[src/sv/ppra_pkg.sv]
// ----------------------------------------------------------------------------
// ppra_pkg
// Shared types and codes for the preemptive priority radio arbiter.
// ----------------------------------------------------------------------------
package ppra_pkg;

  localparam int ID_W      = 3;
  localparam int PRIO_IN_W = 5;
  localparam int WORD_W    = 32;
  localparam int MODE_W    = 2;
  localparam int STATUS_W  = 4;
  localparam int WAIT_W    = 3;
  localparam int REG_W     = 8;

  localparam logic [REG_W-1:0] REG_RESET = 8'd254;

  // command codes
  localparam logic CMD_REQUEST = 1'b0;
  localparam logic CMD_RELEASE = 1'b1;

  typedef enum logic [STATUS_W-1:0] {
    ST_UNKNOWN     = 4'd0,
    ST_GRANT_FREE  = 4'd1,
    ST_REGRANT     = 4'd2,
    ST_PREEMPT     = 4'd3,
    ST_QUEUED      = 4'd4,
    ST_DROPPED     = 4'd5,
    ST_NEXT_GRANT  = 4'd6,
    ST_STANDBY     = 4'd7,
    ST_REL_IGNORED = 4'd8
  } status_e;

  // classified word from the front end
  typedef struct packed {
    logic                 command;
    logic                 known;
    logic [ID_W-1:0]      id;
    logic [PRIO_IN_W-1:0] prio;
    logic [WORD_W-1:0]    freq;
    logic [WORD_W-1:0]    bw;
    logic [MODE_W-1:0]    mode;
  } req_t;

  // result word
  typedef struct packed {
    status_e           status;
    logic [ID_W-1:0]   granted;
    logic [ID_W-1:0]   preempted;
    logic              apply;
    logic [WORD_W-1:0] freq;
    logic [WORD_W-1:0] bw;
    logic [MODE_W-1:0] mode;
    logic              standby;
    logic [WAIT_W-1:0] waiting;
  } res_t;

endpackage

[src/sv/ppra_front.sv]
// ----------------------------------------------------------------------------
// ppra_front
// Holds the id registration mask, classifies incoming words and buffers
// them in a two-entry queue toward the back end.
// ----------------------------------------------------------------------------
module ppra_front #(
  parameter int PRIO_BITS = 5
) (
  input  logic                            clk_i,
  input  logic                            rst_ni,
  input  logic                            cfg_we_i,
  input  logic [ppra_pkg::REG_W-1:0]      cfg_wdata_i,
  input  logic                            push,
  output logic                            full,
  input  logic                            command_i,
  input  logic [ppra_pkg::ID_W-1:0]       task_id_i,
  input  logic [ppra_pkg::PRIO_IN_W-1:0]  task_priority_i,
  input  logic [ppra_pkg::WORD_W-1:0]     freq_hz_i,
  input  logic [ppra_pkg::WORD_W-1:0]     bw_hz_i,
  input  logic [ppra_pkg::MODE_W-1:0]     radio_mode_i,
  output ppra_pkg::req_t                  req_o,
  output logic                            req_valid_o,
  input  logic                            req_pop_i
);
  import ppra_pkg::*;

  localparam int PrioW = (PRIO_BITS < PRIO_IN_W) ? PRIO_BITS : PRIO_IN_W;
  localparam logic [PRIO_IN_W-1:0] PrioMask = PRIO_IN_W'((1 << PrioW) - 1);

  logic [REG_W-1:0] reg_q;
  req_t             slot_q [2];
  logic             wr_q, rd_q;
  logic [1:0]       cnt_q;
  req_t             item;
  logic             do_push, do_pop;

  always_comb begin
    item.command = command_i;
    item.known   = (task_id_i != '0) && reg_q[task_id_i];
    item.id      = task_id_i;
    item.prio    = task_priority_i & PrioMask;
    item.freq    = freq_hz_i;
    item.bw      = bw_hz_i;
    item.mode    = radio_mode_i;
  end

  assign full        = (cnt_q == 2'd2);
  assign req_valid_o = (cnt_q != 2'd0);
  assign req_o       = slot_q[rd_q];
  assign do_push     = push && !full;
  assign do_pop      = req_pop_i && req_valid_o;

  always_ff @(posedge clk_i or negedge rst_ni) begin
    if (!rst_ni) begin
      reg_q <= REG_RESET;
      wr_q  <= 1'b0;
      rd_q  <= 1'b0;
      cnt_q <= 2'd0;
    end else begin
      if (cfg_we_i) begin
        reg_q <= cfg_wdata_i;
      end
      if (do_push) begin
        wr_q <= ~wr_q;
      end
      if (do_pop) begin
        rd_q <= ~rd_q;
      end
      if (do_push && !do_pop) begin
        cnt_q <= cnt_q + 2'd1;
      end else if (do_pop && !do_push) begin
        cnt_q <= cnt_q - 2'd1;
      end
    end
  end

  always_ff @(posedge clk_i) begin
    if (do_push) begin
      slot_q[wr_q] <= item;
    end
  end

endmodule

[src/sv/ppra_back.sv]
// ----------------------------------------------------------------------------
// ppra_back
// Owner tracking, waiting-request FIFO and result register. Each word passes through
// a read state (FIFO head fetch) and an execute state.
// ----------------------------------------------------------------------------
module ppra_back #(
  parameter int QUEUE_DEPTH = 4,
  parameter int PRIO_BITS   = 5
) (
  input  logic           clk_i,
  input  logic           rst_ni,
  input  ppra_pkg::req_t req_i,
  input  logic           req_valid_i,
  output logic           req_pop_o,
  output ppra_pkg::res_t res_o,
  output logic           res_valid_o,
  input  logic           res_pop_i
);
  import ppra_pkg::*;

  localparam int PrioW = (PRIO_BITS < PRIO_IN_W) ? PRIO_BITS : PRIO_IN_W;
  localparam int PtrW  = (QUEUE_DEPTH > 1) ? $clog2(QUEUE_DEPTH) : 1;
  localparam int CntW  = $clog2(QUEUE_DEPTH + 1);

  typedef struct packed {
    logic [ID_W-1:0]   id;
    logic [PrioW-1:0]  prio;
    logic [MODE_W-1:0] mode;
    logic [WORD_W-1:0] freq;
    logic [WORD_W-1:0] bw;
  } entry_t;

  typedef enum logic {B_READ, B_EXEC} state_e;

  state_e           state_q;
  logic [ID_W-1:0]  owner_q, owner_n;
  logic [PrioW-1:0] prio_q, prio_n;
  logic [PtrW-1:0]  head_q, head_n, tail_q, tail_n;
  logic [CntW-1:0]  fill_q, fill_n;
  res_t             res_q, res_n;
  logic             res_valid_q;
  entry_t           mem_q [QUEUE_DEPTH];
  entry_t           rd_q;
  entry_t           wr_entry;
  logic             exec_fire, do_enq;
  logic [PrioW-1:0] req_prio;

  function automatic logic [PtrW-1:0] ptr_next(input logic [PtrW-1:0] p);
    logic [PtrW-1:0] r;
    r = (p == PtrW'(QUEUE_DEPTH - 1)) ? '0 : p + 1'b1;
    return r;
  endfunction

  assign exec_fire   = (state_q == B_EXEC) && (!res_valid_q || res_pop_i);
  assign req_pop_o   = exec_fire;
  assign res_o       = res_q;
  assign res_valid_o = res_valid_q;
  assign req_prio    = req_i.prio[PrioW-1:0];

  always_comb begin
    wr_entry.id   = req_i.id;
    wr_entry.prio = req_prio;
    wr_entry.mode = req_i.mode;
    wr_entry.freq = req_i.freq;
    wr_entry.bw   = req_i.bw;
  end

  always_comb begin
    res_n   = '0;
    owner_n = owner_q;
    prio_n  = prio_q;
    head_n  = head_q;
    tail_n  = tail_q;
    fill_n  = fill_q;
    do_enq  = 1'b0;
    if (req_i.command == CMD_REQUEST) begin
      priority if (!req_i.known) begin
        res_n.status = ST_UNKNOWN;
      end else if (owner_q == '0) begin
        owner_n       = req_i.id;
        prio_n        = req_prio;
        res_n.status  = ST_GRANT_FREE;
        res_n.granted = req_i.id;
        res_n.apply   = 1'b1;
        res_n.freq    = req_i.freq;
        res_n.bw      = req_i.bw;
        res_n.mode    = req_i.mode;
      end else if (owner_q == req_i.id) begin
        res_n.status  = ST_REGRANT;
        res_n.granted = req_i.id;
      end else if (req_prio > prio_q) begin
        owner_n         = req_i.id;
        prio_n          = req_prio;
        res_n.status    = ST_PREEMPT;
        res_n.granted   = req_i.id;
        res_n.preempted = owner_q;
        res_n.apply     = 1'b1;
        res_n.freq      = req_i.freq;
        res_n.bw        = req_i.bw;
        res_n.mode      = req_i.mode;
      end else if (fill_q == CntW'(QUEUE_DEPTH)) begin
        res_n.status = ST_DROPPED;
      end else begin
        do_enq       = 1'b1;
        tail_n       = ptr_next(tail_q);
        fill_n       = fill_q + 1'b1;
        res_n.status = ST_QUEUED;
      end
    end else begin
      priority if (req_i.id != owner_q) begin
        res_n.status = ST_REL_IGNORED;
      end else if (fill_q != '0) begin
        head_n        = ptr_next(head_q);
        fill_n        = fill_q - 1'b1;
        owner_n       = rd_q.id;
        prio_n        = rd_q.prio;
        res_n.status  = ST_NEXT_GRANT;
        res_n.granted = rd_q.id;
        res_n.apply   = 1'b1;
        res_n.freq    = rd_q.freq;
        res_n.bw      = rd_q.bw;
        res_n.mode    = rd_q.mode;
      end else begin
        owner_n       = '0;
        prio_n        = '0;
        res_n.status  = ST_STANDBY;
        res_n.standby = 1'b1;
      end
    end
    res_n.waiting = WAIT_W'(fill_n);
  end

  always_ff @(posedge clk_i or negedge rst_ni) begin
    if (!rst_ni) begin
      state_q     <= B_READ;
      owner_q     <= '0;
      prio_q      <= '0;
      head_q      <= '0;
      tail_q      <= '0;
      fill_q      <= '0;
      res_q       <= '0;
      res_valid_q <= 1'b0;
    end else begin
      unique case (state_q)
        B_READ: begin
          if (req_valid_i) begin
            state_q <= B_EXEC;
          end
        end
        B_EXEC: begin
          if (exec_fire) begin
            state_q <= B_READ;
          end
        end
        default: state_q <= B_READ;
      endcase
      if (exec_fire) begin
        owner_q     <= owner_n;
        prio_q      <= prio_n;
        head_q      <= head_n;
        tail_q      <= tail_n;
        fill_q      <= fill_n;
        res_q       <= res_n;
        res_valid_q <= 1'b1;
      end else if (res_pop_i) begin
        res_valid_q <= 1'b0;
      end
    end
  end

  // waiting-request store, registered head read
  always_ff @(posedge clk_i) begin
    if (exec_fire && do_enq) begin
      mem_q[tail_q] <= wr_entry;
    end
    rd_q <= mem_q[head_q];
  end

endmodule

[src/sv/priority_preempt_radio_arbiter.sv]
// ----------------------------------------------------------------------------
// priority_preempt_radio_arbiter
// Preemptive priority arbiter for one shared radio with a waiting FIFO.
// ----------------------------------------------------------------------------
// Usage:
//   Input channel: drive the request word with push high; it is taken on a
//   clock edge with full low. A two-entry buffer sits behind it.
//   Result channel: while empty is low the oldest result word is on the
//   output ports; pop high with empty low takes it.
//   Config: cfg_we_i writes the id registration mask (bit per id, bit 0
//   unused). Write it only while no word is in flight.
//   Flow: a word taken into the two-entry buffer passes the back end's read
//   state (registered head read of the waiting FIFO) and then its execute
//   state; the back end takes no new word until the last one has executed.
//   Reset: no owner, FIFO empty, mask = 0xFE, both buffers empty.
//   Stall: a held result blocks the back end only; the front keeps taking
//   words until its two-entry buffer fills, then full rises.
// ----------------------------------------------------------------------------
module priority_preempt_radio_arbiter #(
  parameter int QUEUE_DEPTH = 4,
  parameter int PRIO_BITS   = 5
) (
  input  logic                            clk_i,
  input  logic                            rst_ni,
  input  logic                            cfg_we_i,
  input  logic [ppra_pkg::REG_W-1:0]      cfg_wdata_i,
  input  logic                            push,
  output logic                            full,
  input  logic                            command_i,
  input  logic [ppra_pkg::ID_W-1:0]       task_id_i,
  input  logic [ppra_pkg::PRIO_IN_W-1:0]  task_priority_i,
  input  logic [ppra_pkg::WORD_W-1:0]     freq_hz_i,
  input  logic [ppra_pkg::WORD_W-1:0]     bw_hz_i,
  input  logic [ppra_pkg::MODE_W-1:0]     radio_mode_i,
  output logic                            empty,
  input  logic                            pop,
  output logic [ppra_pkg::STATUS_W-1:0]   status_o,
  output logic [ppra_pkg::ID_W-1:0]       granted_task_o,
  output logic [ppra_pkg::ID_W-1:0]       preempted_task_o,
  output logic                            apply_settings_o,
  output logic [ppra_pkg::WORD_W-1:0]     tune_freq_hz_o,
  output logic [ppra_pkg::WORD_W-1:0]     tune_bw_hz_o,
  output logic [ppra_pkg::MODE_W-1:0]     grant_mode_o,
  output logic                            enter_standby_o,
  output logic [ppra_pkg::WAIT_W-1:0]     waiting_count_o
);
  import ppra_pkg::*;

  req_t req;
  logic req_valid, req_pop;
  res_t res;
  logic res_valid;

  // front end: registration mask, classification, word buffer
  ppra_front #(
    .PRIO_BITS(PRIO_BITS)
  ) u_front (
    .clk_i           (clk_i),
    .rst_ni          (rst_ni),
    .cfg_we_i        (cfg_we_i),
    .cfg_wdata_i     (cfg_wdata_i),
    .push            (push),
    .full            (full),
    .command_i       (command_i),
    .task_id_i       (task_id_i),
    .task_priority_i (task_priority_i),
    .freq_hz_i       (freq_hz_i),
    .bw_hz_i         (bw_hz_i),
    .radio_mode_i    (radio_mode_i),
    .req_o           (req),
    .req_valid_o     (req_valid),
    .req_pop_i       (req_pop)
  );

  // back end: ownership decisions, waiting FIFO, result register
  ppra_back #(
    .QUEUE_DEPTH(QUEUE_DEPTH),
    .PRIO_BITS  (PRIO_BITS)
  ) u_back (
    .clk_i       (clk_i),
    .rst_ni      (rst_ni),
    .req_i       (req),
    .req_valid_i (req_valid),
    .req_pop_o   (req_pop),
    .res_o       (res),
    .res_valid_o (res_valid),
    .res_pop_i   (pop)
  );

  assign empty            = !res_valid;
  assign status_o         = res.status;
  assign granted_task_o   = res.granted;
  assign preempted_task_o = res.preempted;
  assign apply_settings_o = res.apply;
  assign tune_freq_hz_o   = res.freq;
  assign tune_bw_hz_o     = res.bw;
  assign grant_mode_o     = res.mode;
  assign enter_standby_o  = res.standby;
  assign waiting_count_o  = res.waiting;

  // fresh settings only come with a fresh grant
  a_apply_grant: assert property (@(posedge clk_i) disable iff (!rst_ni)
    !empty && apply_settings_o |-> granted_task_o != '0 &&
      (status_o == ST_GRANT_FREE || status_o == ST_PREEMPT || status_o == ST_NEXT_GRANT))
    else $error("settings applied without a fresh grant");

  // a preempted owner is always distinct from the new owner
  a_preempt: assert property (@(posedge clk_i) disable iff (!rst_ni)
    !empty && preempted_task_o != '0 |->
      status_o == ST_PREEMPT && preempted_task_o != granted_task_o && apply_settings_o)
    else $error("bad preemption result");

  // standby only when the waiting FIFO is empty and nobody is granted
  a_standby: assert property (@(posedge clk_i) disable iff (!rst_ni)
    !empty && enter_standby_o |->
      status_o == ST_STANDBY && waiting_count_o == '0 && granted_task_o == '0)
    else $error("standby with waiting requests or a grant");

  // a held result word must not change under a stall
  a_hold: assert property (@(posedge clk_i) disable iff (!rst_ni)
    !empty && !pop |=> !empty && $stable(status_o) && $stable(granted_task_o))
    else $error("result word changed while stalled");

endmodule
[config.mk]
export PLATFORM = sky130hd
export DESIGN_NAME = priority_preempt_radio_arbiter
export DESIGN_NICKNAME = d
export VERILOG_FILES = /design/src/sv/ppra_pkg.sv /design/src/sv/ppra_front.sv /design/src/sv/ppra_back.sv /design/src/sv/priority_preempt_radio_arbiter.sv
export SDC_FILE = /design/constraint.sdc
export NUM_CORES = 1
export LEC_CHECK = 0
export ABC_AREA = 1
export BUFFER_PORTS_ARGS = -buffer_cell sky130_fd_sc_hd__buf_4
export CORE_ASPECT_RATIO = 0.9
export CORE_MARGIN = 2
export CORE_UTILIZATION = 55
export CTS_BUF_LIST = sky130_fd_sc_hd__clkbuf_16
export DETAILED_ROUTE_END_ITERATION = 8
export PLACE_DENSITY = 0.72
export SETUP_SLACK_MARGIN = 0.2
export SYNTH_ARGS = -nofsm -noshare
export SYNTH_HDL_FRONTEND = slang
export SYNTH_SLANG_ARGS = --single-unit
[constraint.sdc]
create_clock -name clk_i -period 6.8 [get_ports clk_i]
set_clock_uncertainty 0.15 [all_clocks]
set_input_delay 1.36 -clock clk_i [delete_from_list [all_inputs] [get_ports clk_i]]
set_output_delay 1.36 -clock clk_i [all_outputs]
set_load 0.03 [all_outputs]
==> results of run 1 <==
## power by group
part | internal (mW) | switching [mW]
Combinational | 1.10 | 3.09
Clock | 1.62 | 1.36
Sequential | 5.22 | 0.407
Total | 7.93 | 4.86
## metal layers
metal	up-vias	global-route usage, %
met1	7573	32.3
met3	105	4.65
met4	0	7.98
met2	570	40.5
li1	6914	-
met5	-	0
## layout make-up
cell class                      count  area (µm²)
Sequential cell                   628       17600
Clock inverter                     53         234
Fill cell                        3038       15000
Multi-Input combinational cell   1068        5150
Inverter                           49         188
Tap cell                          547         684
Timing Repair Buffer              189        1470
Clock buffer                       61        1530
Antenna cell                        1        2.50
## path summary, 6_finish.rpt
| path | to | startpoint | cells past startpoint | slack [ns] |
|---|---|---|---|---|
| worst max-delay path | u_back.mem_q[2][44] | u_front.rd_q | 13 | 2.19 |
| worst min-delay path | u_back.res_o[29] | u_back.rd_q[23] | 2 | 0.32 |
| worst max register to register | u_back.mem_q[2][44] | u_front.rd_q | 13 | 2.19 |
| worst min register to register | u_back.res_o[29] | u_back.rd_q[23] | 2 | 0.32 |
| max in group asynchronous | u_back.res_o[28] | rst_ni | 2 | 4.38 |
| min in group asynchronous | u_back.res_o[72] | rst_ni | 1 | 0.61 |
## cells by family (layout without fill, tap and decap cells)
family          after synthesis  after routing  synth area share [%]
buf+inv                     161            352                  2.83
xor+xnor                      5              5                 0.188
other cells                   0              1                     0
mux                           3              3                 0.145
simple gates                778            778                  14.5
fa+ha+maj                    12             12                 0.675
compound gates              270            270                  6.34
flops                       628            628                  75.4
## state kept, by name, indices dropped and copies added, names as in the netlist, 2 cells and up
signal          cells
u_front.reg_q       7
u_front.cnt_q       2
u_back.prio_q       5
u_back.owner_q      3
u_back.res_o       78
u_back.rd_q        74
u_back.tail_q       2
u_back.fill_q       3
u_back.head_q       2
u_front.slot_q    152
u_back.mem_q      296
## critical path: cells and delay by family, from the launching register on
kind	cells	cell delay (ns)
AO/OA/AOI/OAI	1	0.17
flip-flops	1	0.41
buffers and inverters	3	1.03
adder cells (fa/ha/maj)	1	0.24
AND/OR/NAND/NOR	8	2.19
## placed cells by master, fill, tap and decap left out, types with 13 or more instances in the layout
| master | count |
|---|---|
| inv_1 | 60 |
| clkbuf_16 | 61 |
| clkinv_1 | 18 |
| o22ai_1 | 74 |
| nor2_1 | 168 |
| nand3_1 | 159 |
| a21oi_1 | 13 |
| nand4_1 | 71 |
| buf_4 | 185 |
| o21ai_0 | 163 |
| edfxtp_1 | 448 |
| nand2_1 | 354 |
| dfrtp_1 | 96 |
| clkinv_2 | 14 |
| dfxtp_1 | 74 |
## through the flow
| stage | std cells | power, mW | instance area [µm²] | hold slack (ns) | util, % |
|---|---|---|---|---|---|
| 2_1_floorplan | 1857 | 8.36 | 23300 | 0.298 | - |
| 3_3_place_gp | 2481 | 9.68 | 25100 | 0.305 | 60.0 |
| 3_5_place_dp | 2481 | 9.84 | 25100 | 0.314 | 60.0 |
| 4_1_cts | 2595 | 12.8 | 26900 | 0.324 | 64.2 |
| 5_1_grt | 2596 | 13.4 | 26900 | 0.343 | 64.2 |
| 6_report | 2596 | 12.8 | 26900 | 0.322 | 64.2 |
==> flow_summary.ini, run 1 <==
[run_status]
status = complete, no violations

[global_routing]
grt_antenna_before_repair = 1
grt_pass1_wl_mm = 82.9
grt_pass1_vias = 15200
overflow = 0
grt_usage_pct = 24.2
grt_max_degree = 89

[logic_synthesis]
synth_seq_area_share_pct = 75.4
ys_types = 39
synthCells = 1857
yosysWarnings = 0
synth_top_area_share_pct = 57.6
synth_edf_count = 448
syn_area_per_cell_um2 = 12.6
yosysTopAreaCell = edfxtp_1
ys.flop_type = edfxtp_1
synthArstFlopShare_pct = 16.9
synth_seq_cells = 628
yosys-top-cells-count = edfxtp_1 (448), nand2_1 (355), nor2_1 (175), o21ai_0 (163), nand3_1 (159)
syn_nets = 1957
yosys-top-cells-area = edfxtp_1 (58%), dfrtp_1 (11%), dfxtp_1 (6.3%), nand2_1 (5.7%), o21ai_0 (3.5%)
syn_area_um2 = 23300
synth.most_common_cell = edfxtp_1

[cells_and_area]
area_growth_pct = 15.1
fin_nets = 2096
drive_gt1_share_pct = 15.3

[clock_tree]
clk_pin_slew_worst_paths_ns = 0.06
cts_resized = 0
clockRootBuffer = clkbuf_16
clock_path_buffers = 3
insertion_delay_ns = 0.61
cts_setup_buffers = 0
tritoncts = done
numCtsBuffers = 60
htree_levels = 2
numClockSinks = 628
postCtsHoldBufs = 0

[route]
wl_met1_mm = 22.3
totalWireLength_mm = 53.6
ant_nets = 0
drt-initial-drc-count = 1536
avgRoutedWirePerCell_um = 20.6
wl_met2_mm = 25.7
vias_per_cell = 5.84
highest_layer = met4
drtPass1Iterations = 5
drc = 0
route.met3.wl_mm = 4.04
vias = 15200

[floorplan]
die_x_um = 221
num_rows = 71
initial_core_util_pct = 55.8
die-area_um2 = 44100
core_um2 = 41800
ios = 171
die_h_um = 199

[min_path]
hold_path_class = reg2reg

[worst_setup_path]
path_cells = clkinv_2 -> or2_2 -> o21ai_0 -> ha_1 -> inv_1 -> nand4_1 -> nand3_1 -> nand2_1 -> nand3_1 -> nor2_2 -> nand2_1 -> nor2_4 -> buf_12
endpoint_kind = flop
critPathLaunchType = flop
cp_slowest_cell = nor2_4
crit_type = reg2reg
cp.required_ns = 6.90
slowest_delay_ns = 0.65
crit_arrival_ns = 4.71
crit_path_max_fanout = 55

[sta]
final-setup-viol-count = 0
max_freq_mhz = 217
finalCritPeriodShare_pct = 67.7
rsz0062_at_grt = no
worst_slew_pin_slew_ns = 1.11
hold_violations = 0
fin_crit_ns = 4.61
maxSlewHeadroom_pct = 26.3
setup_slack_ns = 2.19
maxSlewViolCount = 0
tns_ns = 0

[placed_design]
io_buffers = 169
gp_congestion = 0.833
dp_hpwl_mm = 29.1
post-place-ws_ns = 2.18

[job]
drv_cap = 0

[power_and_ir_drop]
power_density_nw_per_um2 = 476
max-vdd-ir-drop_v = 0.000273
cellLeakagePower_nw = 10.4
No activity file was read; power rests on OpenSTA's default activity.
==> run 2, diff against run 1 <==
- ABC_AREA: 1 -> 0
- CORE_UTILIZATION: 55 -> 54
- PLACE_DENSITY: 0.72 -> 0.74
- clock period: 6.8 -> 4 ns (I/O delays scaled with it)
==> run 2 against run 1 <==
Net effect: worst setup slack got worse by 1.7 ns; non-clock buffer count rose by 12; combinational power is 16% higher; core utilization decreased by 0.30 points; synthesized cell count fell by 37%; die area shrank 0.11%; maximum frequency is 31% higher; total power is 52% higher; register-to-register slack lost 1.7 ns; critical path depth down 3; critical path type unchanged.
==> flow_summary.ini, run 2 <==
[run_status]
status = complete, no violations

[floorplan]
initial_core_util_pct = 54.7
num_rows = 71
die-area_um2 = 44100
ios = 171
die_h_um = 199
die_x_um = 221
core_um2 = 41800

[logic_synthesis]
synth_edf_count = 448
synth.most_common_cell = edfxtp_1
synthCells = 1168
yosysTopAreaCell = edfxtp_1
yosys-top-cells-count = edfxtp_1 (448), dfrtp_1 (99), mux2_2 (82), mux4_2 (75), dfxtp_1 (74)
syn_area_per_cell_um2 = 19.6
yosys-top-cells-area = edfxtp_1 (59%), dfrtp_1 (11%), mux4_2 (7.4%), dfxtp_1 (6.5%), mux2_2 (4.0%)
synth_top_area_share_pct = 58.8
ys_types = 57
synth_seq_cells = 628
yosysWarnings = 0
synthArstFlopShare_pct = 16.9
syn_area_um2 = 22900
synth_seq_area_share_pct = 76.9
syn_nets = 1268
ys.flop_type = edfxtp_1

[sta]
fin_crit_ns = 3.51
maxSlewViolCount = 0
finalCritPeriodShare_pct = 87.9
final-setup-viol-count = 0
max_freq_mhz = 285
maxSlewHeadroom_pct = 34.6
setup_slack_ns = 0.486
worst_slew_pin_slew_ns = 0.981
rsz0062_at_grt = no
hold_violations = 0

[placed_design]
dp_hpwl_mm = 26.1
post-place-ws_ns = 0.497
gp_congestion = 0.867
io_buffers = 169

[power_and_ir_drop]
max-vdd-ir-drop_v = 0.000477
switching_power_mw = 5.82
p_int_mw = 13.7
cellLeakagePower_nw = 10.4
power_density_nw_per_um2 = 729
p_clk_share_pct = 26.4
switching_share_pct = 29.9
pwr-share-comb_pct = 25.0
seqPwrFrac_pct = 48.6

[clock_tree]
numClockSinks = 628
htree_levels = 2
cts_resized = 0
clock_path_buffers = 3
insertion_delay_ns = 0.61
clk_pin_slew_worst_paths_ns = 0.06
numCtsBuffers = 58
postCtsHoldBufs = 0
cts_setup_buffers = 0
clockRootBuffer = clkbuf_16
tritoncts = done

[cells_and_area]
nFillCells = 2850
largest_register_ffs = 296
fin_util_pct = 63.9
area_growth_pct = 16.8
drive_gt1_share_pct = 32.6
layout_commonest_cell = edfxtp_1
multi_input_area_um2 = 4930
regMostFlops = u_back.mem_q
final_cell_mix = edfxtp_1 (448), buf_4 (187), dfrtp_1 (96), mux2_2 (82), mux4_2 (75)
fin_nets = 1468
seq_area_um2 = 17600

[route]
vias_per_cell = 5.83
ant_nets = 0
drt-initial-drc-count = 998
vias = 11500
avgRoutedWirePerCell_um = 23.3
drtPass1Iterations = 6
totalWireLength_mm = 45.8
drc = 0

[worst_setup_path]
cp.required_ns = 4.15
crit_arrival_ns = 3.66
critPathLaunchType = flop
crit_path_max_fanout = 22
timing.rr.start = u_front.rd_q
cp-startpoint = u_front.rd_q
path_cells = mux2_2 -> ha_1 -> a21oi_1 -> o221ai_1 -> o21ai_1 -> nand3_1 -> nor3b_2 -> buf_4 -> and2_4 -> buf_12
crit_type = reg2reg
cp_slowest_cell = dfrtp_4
endpoint_kind = flop
slowest_delay_ns = 0.61

[global_routing]
grt_pass1_vias = 11900
grt_pass1_wl_mm = 70.6
grt_usage_pct = 21.2
overflow = 0
grt_antenna_before_repair = 1
grt_max_degree = 91

[job]
drv_cap = 0

[min_path]
hold_path_class = in2async
[run 2: final timing paths]
| kind | slack, ns | endpoint | cells past startpoint |
|---|---|---|---|
| min in group clk_i | 0.22 | u_front.slot_q[0][62] | 1 |
| max in group asynchronous | 2.66 | u_back.res_o[42] | 2 |
| hold reg to reg | 0.33 | u_back.res_o[78] | 1 |
| hold / removal | 0.20 | u_back.res_valid_o | 1 |
| setup / recovery | 0.49 | u_back.mem_q[2][8] | 10 |
| setup reg to reg | 0.49 | u_back.mem_q[2][8] | 10 |
[run 2: power by group through the flow]
stage,registers (mW),logic (mW),clock network (mW)
after floorplan,9.64,3.10,0
after global placement,9.54,4.76,0
after global routing,9.60,5.26,5.53
after detailed placement,9.59,4.90,0
after CTS,9.48,4.92,5.25
final,9.46,4.87,5.15
[run 2: kinds of logic after synthesis]
group	synth area share, %
compound gates	6.57
buf+inv	1.72
fa+ha+maj	0.689
flops	76.9
simple gates	2.02
mux	11.7
xor+xnor	0.410
[run 2: critical path, delay by kind of cell, from the launching register on]
| family | cells | cell delay, ns |
|---|---|---|
| adder cells (fa/ha/maj) | 1 | 0.35 |
| multiplexers | 1 | 0.45 |
| AND/OR/NAND/NOR | 3 | 0.80 |
| AO/OA/AOI/OAI | 3 | 0.39 |
| flip-flops | 1 | 0.61 |
| buffers and inverters | 2 | 0.43 |
[run 2: area by class of cell]
cell class | instances | share of cell area, %
clock inverter | 49 | 1.11
antenna | 1 | 0.00936
sequential | 628 | 65.8
tap | 547 | 2.56
timing repair buffer | 201 | 6.27
multi-input combinational | 463 | 18.5
clock buffer | 59 | 5.52
inverter | 16 | 0.225
[run 2: per-layer routing]
metal / global-route usage (%) / wire length [µm] / vias to the layer above
met5: 0 / 0 / -
met4: 6.59 / 1060 / 0
met3: 3.41 / 2370 / 70
met2: 34.7 / 22400 / 379
met1: 29.8 / 19900 / 5958
li1: - / - / 5046
[run 2: through the flow]
stage                     cells  TNS, ns  instance area (µm²)  hold slack [ns]  total power, mW
final                      1964        0                26700            0.203             19.5
after global routing       1964        0                26700            0.187             20.4
after global placement     1855        0                25000            0.311             14.3
after detailed placement   1855        0                25000            0.319             14.5
after CTS                  1963        0                26700            0.183             19.7
after floorplan            1168   -51.17                22900            0.298             12.7
